==> src/rtl/core/toeq_pkg.sv <==
// Package with the types and constants shared by the event queue modules.
package toeq_pkg;

	localparam int QUEUE_DEPTH = 64;
	localparam int STAMP_W = 32;
	localparam int ID_W = 10;
	localparam int CNT_W = $clog2(QUEUE_DEPTH + 1);

	typedef enum logic [1:0] {
		OP_INSERT = 2'd0,
		OP_POP = 2'd1,
		OP_REMOVE = 2'd2,
		OP_LOOKUP = 2'd3
	} op_t;

	typedef enum logic [1:0] {
		ST_OK = 2'd0,
		ST_MISS = 2'd1,
		ST_FULL = 2'd2
	} status_t;

	typedef struct packed {
		logic [STAMP_W-1:0] stamp;
		logic [ID_W-1:0] id;
		logic pre;
		logic lvb;
		logic enb;
	} entry_t;

	typedef struct packed {
		logic act;
		op_t op;
		logic full;
		entry_t ent;
	} cmd_t;

	typedef struct packed {
		logic valid;
		entry_t ent;
		logic le;
		logic hit;
	} link_t;

endpackage

==> src/rtl/core/toeq_cell.sv <==
// One slot of the sorted event chain, with its compare and shift logic.
module toeq_cell (
	input logic clk,
	input logic arst_n,
	input toeq_pkg::cmd_t cmd,
	input toeq_pkg::link_t left,
	input toeq_pkg::link_t right,
	output toeq_pkg::link_t link,
	output logic first
);
	import toeq_pkg::*;

	logic valid_q;
	entry_t ent_q;
	logic match;
	logic valid_d;
	entry_t ent_d;

	assign match = valid_q && (ent_q.id == cmd.ent.id);
	assign first = match && !left.hit;

	always_comb begin
		link.valid = valid_q;
		link.ent = ent_q;
		link.le = valid_q && (ent_q.stamp <= cmd.ent.stamp);
		link.hit = left.hit || match;
	end

	always_comb begin
		valid_d = valid_q;
		ent_d = ent_q;
		if (cmd.act) begin
			unique case (cmd.op)
				OP_INSERT: begin
					if (!cmd.full && !link.le) begin
						if (left.le) begin
							valid_d = 1'b1;
							ent_d = cmd.ent;
						end else begin
							valid_d = left.valid;
							ent_d = left.ent;
						end
					end
				end
				OP_POP: begin
					valid_d = right.valid;
					ent_d = right.ent;
				end
				OP_REMOVE: begin
					if (link.hit) begin
						valid_d = right.valid;
						ent_d = right.ent;
					end
				end
				OP_LOOKUP: begin
				end
				default: begin
				end
			endcase
		end
	end

	always_ff @(posedge clk or negedge arst_n) begin
		if (!arst_n) begin
			valid_q <= 1'b0;
		end else begin
			valid_q <= valid_d;
		end
	end

	always_ff @(posedge clk) begin
		ent_q <= ent_d;
	end

endmodule

==> config.mk <==
export PLATFORM = sky130hd
export DESIGN_NAME = toeq_cell
export DESIGN_NICKNAME = d
export VERILOG_FILES = /design/src/rtl/core/toeq_pkg.sv /design/src/rtl/core/toeq_cell.sv
export SDC_FILE = /design/constraint.sdc
export NUM_CORES = 1
export LEC_CHECK = 0
export ABC_AREA = 1
export BUFFER_PORTS_ARGS = -buffer_cell sky130_fd_sc_hd__buf_2
export CAP_MARGIN = 15
export CORE_ASPECT_RATIO = 1.4
export CORE_UTILIZATION = 45
export DETAILED_ROUTE_END_ITERATION = 10
export PLACE_DENSITY = 0.93
export SETUP_SLACK_MARGIN = 0.5
export SYNTH_ARGS = -nofsm -noshare
export SYNTH_HDL_FRONTEND = slang
export SYNTH_SLANG_ARGS = --single-unit
==> constraint.sdc <==
create_clock -name clk -period 3.7 [get_ports clk]
set_input_delay 0.37 -clock clk [delete_from_list [all_inputs] [get_ports clk]]
set_output_delay 0.37 -clock clk [all_outputs]
set_load 0.01 [all_outputs]
; ---- After elaboration in Yosys (flattened, before gate mapping)
; Index checks and enable logic that the tools add are counted.
[classes]
magnitude_cmp = 1
n_eq_ne = 5
mux = 8
reduce_logical = 11
[op_table]
columns = cell, n
row1 = 2-to-1 mux 45 bit, 3
row2 = case mux 45 bit (3 select lines), 1
row3 = <= comparator 32 bit, 1
row4 = equality test 10 bit, 1
row5 = logical AND 1 bit, 4
row6 = "!= test 2 bit, second input constant", 2
row7 = AND reduction 4 bit, 1
row8 = zero test 1 bit, 3
row9 = 2-to-1 mux 1 bit, 3
row10 = case mux 1 bit (3 select lines), 1
row11 = nonzero test 3 bit, 1
row12 = "equality test 2 x 1 -> 1 bit, second input constant", 1
row13 = "equality test 2 bit, second input constant", 1
row14 = zero test 2 bit, 1
row15 = logical OR 1 bit, 1
[word_totals]
reg_bits = 46
wordCells = 31

; ---- Depth between registers and ports, before layout
[logic_depth]
word_depth = 6
ltp_mapped = 20
ltp_nobuf = 20

; ---- Least setup slack after synthesis
; Ideal clock, no wire load.
[synth_path]
path_kind = register to register
startpoint = register ent_q (netlist bit link[38])
endpoint = register ent_q (netlist bit link[10]) (enable)
arrival_time_ps = 2364
t_required_ps = 3301
path_slack_ps = 936
stages_incl_launch_ff = 14
n_path_buf = 0
period_less_slack_ps = 2764
path_cell_list = edfxtp_1 -> ha_1 -> nand2_1 -> nor2_2 -> nand4_1 -> nor2_1 -> nand2_1 -> nand2_1 -> nand2_1 -> nand2_1 -> nand2_2 -> nand2_4 -> nand2_2 -> inv_1
[synth_via]
elab_chain_len = 6
[synth_rtl]
columns = item, line_no
row1 = start: declaration, toeq_cell.sv:14  ; entry_t ent_q;
row2 = start signal: assignment, toeq_cell.sv:72  ; ent_q <= ent_d;
row3 = <= comparator 32 bit, toeq_cell.sv:25  ; link.le = valid_q && (ent_q.stamp <= cmd.ent.stamp);
row4 = logical AND 1 bit, toeq_cell.sv:25
row5 = zero test 1 bit, toeq_cell.sv:35  ; if (!cmd.full && !link.le) begin
row6 = logical AND 1 bit, toeq_cell.sv:35
row7 = != test 2 bit (no line), n/a
row8 = AND reduction 4 bit (no line), n/a
; Every way passes these cells.
; A chain may end at the register's enable or synchronous reset.

; ---- Worst setup path in the final report
[layout_path]
startpoint = register ent_q (netlist bit link[38])
endpoint = register ent_q (netlist bit link[23]) (enable)
; The elaborated chain is that of the path after synthesis.

==> metrics.txt <==
Final TNS setup 0 ns; GR Util All Layers 24.18%; cts bufs inserted 5; number of flops mapped to enable cells by yosys 45; syn nets 621; Commonest cells post-synth 126 x nand2_1, 64 x o21ai_0, 52 x inv_1, 45 x edfxtp_1, 44 x a21oi_1; Synth Register Bits 46; clk buf depth 2; Fmax achieved 381.9 MHz; Die Y 104.4 um; status finished clean; most numerous cell in the Yosys netlist nand2_1; gpl congestion 0.8323; DRT Wirelength 9439 um; Finished Cell Area 4527 um^2; routed len/inst 13.02 um; Mapped Cells 440; Mean Syn Cell Area 7.664 um^2; critical path capture point type register; setup bufs post-CTS 0; ys flop type edfxtp_1; Synth cell types 25; crit path kind reg -> reg; Sequential Power Share 47.2%; Core Util, Final 61.89%; antenna viol nets, final 0; Net Sw Power 429.1 uW; CTS H-Tree Depth 2; Pint 953.8 uW; Initial Util 46.10%; clk_lat worst skew 0.30 ns; share of the synthesized area in the top cell type 40.07%; Row Count 37; worst-case reg-to-reg path depth 14; asr flop ratio synth 2.174%; final period utilization 70.78%; Worst Path Arrival 2.63 ns; # IOs 196; Tmin final 2.619 ns; post-cts resize count 0; Least-Margin Pin Slew 0.7050 ns; Remaining Overflow, GRT 0; DRT iter0 DRCs 158; DRT Pass-1 Iters 4; Slew Viols, Final 0; Startpoint Class register; Die W 75.16 um; total core area 7315 um^2; number of I/O port buffers 193; dpl hpwl 7467 um; dpl cell area 4423 um^2; ratio of cells with drive above 1 in the final layout 33.81%; Yosys top cell by area edfxtp_1; relative slew slack 53.00%; Reg clk slew, reported paths 0.08 ns; pwr dens 305.5 nW/um^2; antenna violations before repair 0; register area share after synthesis 40.82%; global-route wire length before repair 14600 um; mapped cell area 3372 um^2; synthesis-to-finish area growth 34.25%; Clock Skew 0.009307 ns; nets 807; Clock Root Buffer clkbuf_8; sw frac 31.03%; yosys warns 0; r2r setup slk 1.08 ns; Final Hold Viols 0; Residual DRC 0; Max Fanout on Critical Path 24; largest cells by area after synthesis edfxtp_1 40%, nand2_1 14%, ha_1 13%; vias per cell 5.030; Logic pwr share 29.4%; die footprint 7849 um^2; Clk pwr share 23.4%; final setup fails 0; Final Power 1383 uW; number of max-cap violations 0; CTS sink count 46; DR vias 3647; HP Class in -> reg; largest net degree at the start of global routing 78; vias in the first global route 3591; RSZ-0062 raised after global routing false; TritonCTS clock tree yes; Peak VDD IR 0.0002487 V; hold path depth 3; required time at the worst-slack endpoint 3.71 ns; Leak 0.002366 uW
==> layer usage <==
metal  track usage, %  routed length (um)  vias up
met5                0                   0        -
met4            12.30                 323        0
met3            4.457                 500       30
met2            45.56                5080      149
met1            23.78                3535     1639
li1                 -                   -     1829
==> critical path: stages (launching register included) <==
cell      delay (ns)
edfxtp_1        0.40
ha_1            0.30
nand2_1         0.08
nor2_2          0.13
nand4_1         0.12
nor2_1          0.18
nand2_1         0.08
nand2_1         0.06
nand2_1         0.04
nand2_1         0.09
nand2_2         0.07
nand2_4         0.06
nand2_2         0.06
inv_2           0.38
buf_12          0.25
==> worst paths after layout <==
check                               start        to
worst min-delay path            right[35]  link[35]
max in group asynchronous          arst_n   valid_q
worst min register to register    valid_q   valid_q
worst max-delay path             link[38]  link[23]
min in group asynchronous          arst_n   valid_q
worst max register to register   link[38]  link[23]
==> cells by family after synthesis <==
logic type                 count (synthesis)  share of synthesized area [%]
buffers and inverters                     73                          8.423
xor gates and xnor gates                   5                          1.299
adders and majority gates                 34                          12.62
and+or+nand+nor                          169                          19.89
DFF                                       46                          40.82
AOI/OAI and AO/OA                        113                          16.96
==> layout by cell type (no fill, tap or decap), drive strengths merged, types with 3 or more instances in the layout <==
master / n
ha: 34
clkbuf: 7
nand3: 4
clkinv: 3
nand4: 3
inv: 52
edfxtp: 45
nor2: 30
o21ai: 66
nand2: 130
xor2: 5
a21oi: 44
buf: 197
==> layout make-up <==
cell class                      instances  area, um^2
Fill cell                             681        2788
Antenna cell                            1       2.502
Timing Repair Buffer                  198        1018
Tap cell                               97       121.4
Multi-Input combinational cell        321        1714
Inverter                               54       202.7
Sequential cell                        46        1376
Clock buffer                            7       86.33
Clock inverter                          1       5.005
==> state kept, by name (all words and copies together), names as in the netlist <==
signal / count
link: 45
valid_q: 1
==> power by group through the flow <==
stage               logic [uW]  clock network (uW)  registers, uW
global route               464                 355            657
global placement           386                   0            662
CTS                        409                 334            653
finish                     406                 324            653
floorplan                  217                   0            678
detailed placement         407                   0            665
==> repair_timing <==
action | CTS | global route
endpoints found under the setup margin | 0 | 0
hold endpoints to repair | 1 | 0
hold buffers | 1 | 0
==> through the flow <==
stage | worst slack, ns | hold slack (ns) | std cells
2_1_floorplan | 0.9365 | 0.07441 | 440
3_3_place_gp | 1.039 | 0.1455 | 715
3_5_place_dp | 0.9700 | 0.1472 | 715
4_1_cts | 1.043 | 0.3326 | 724
5_1_grt | 0.8220 | 0.3385 | 724
6_report | 1.081 | 0.3509 | 725
Note: power is estimated with default switching activity, not from simulation.
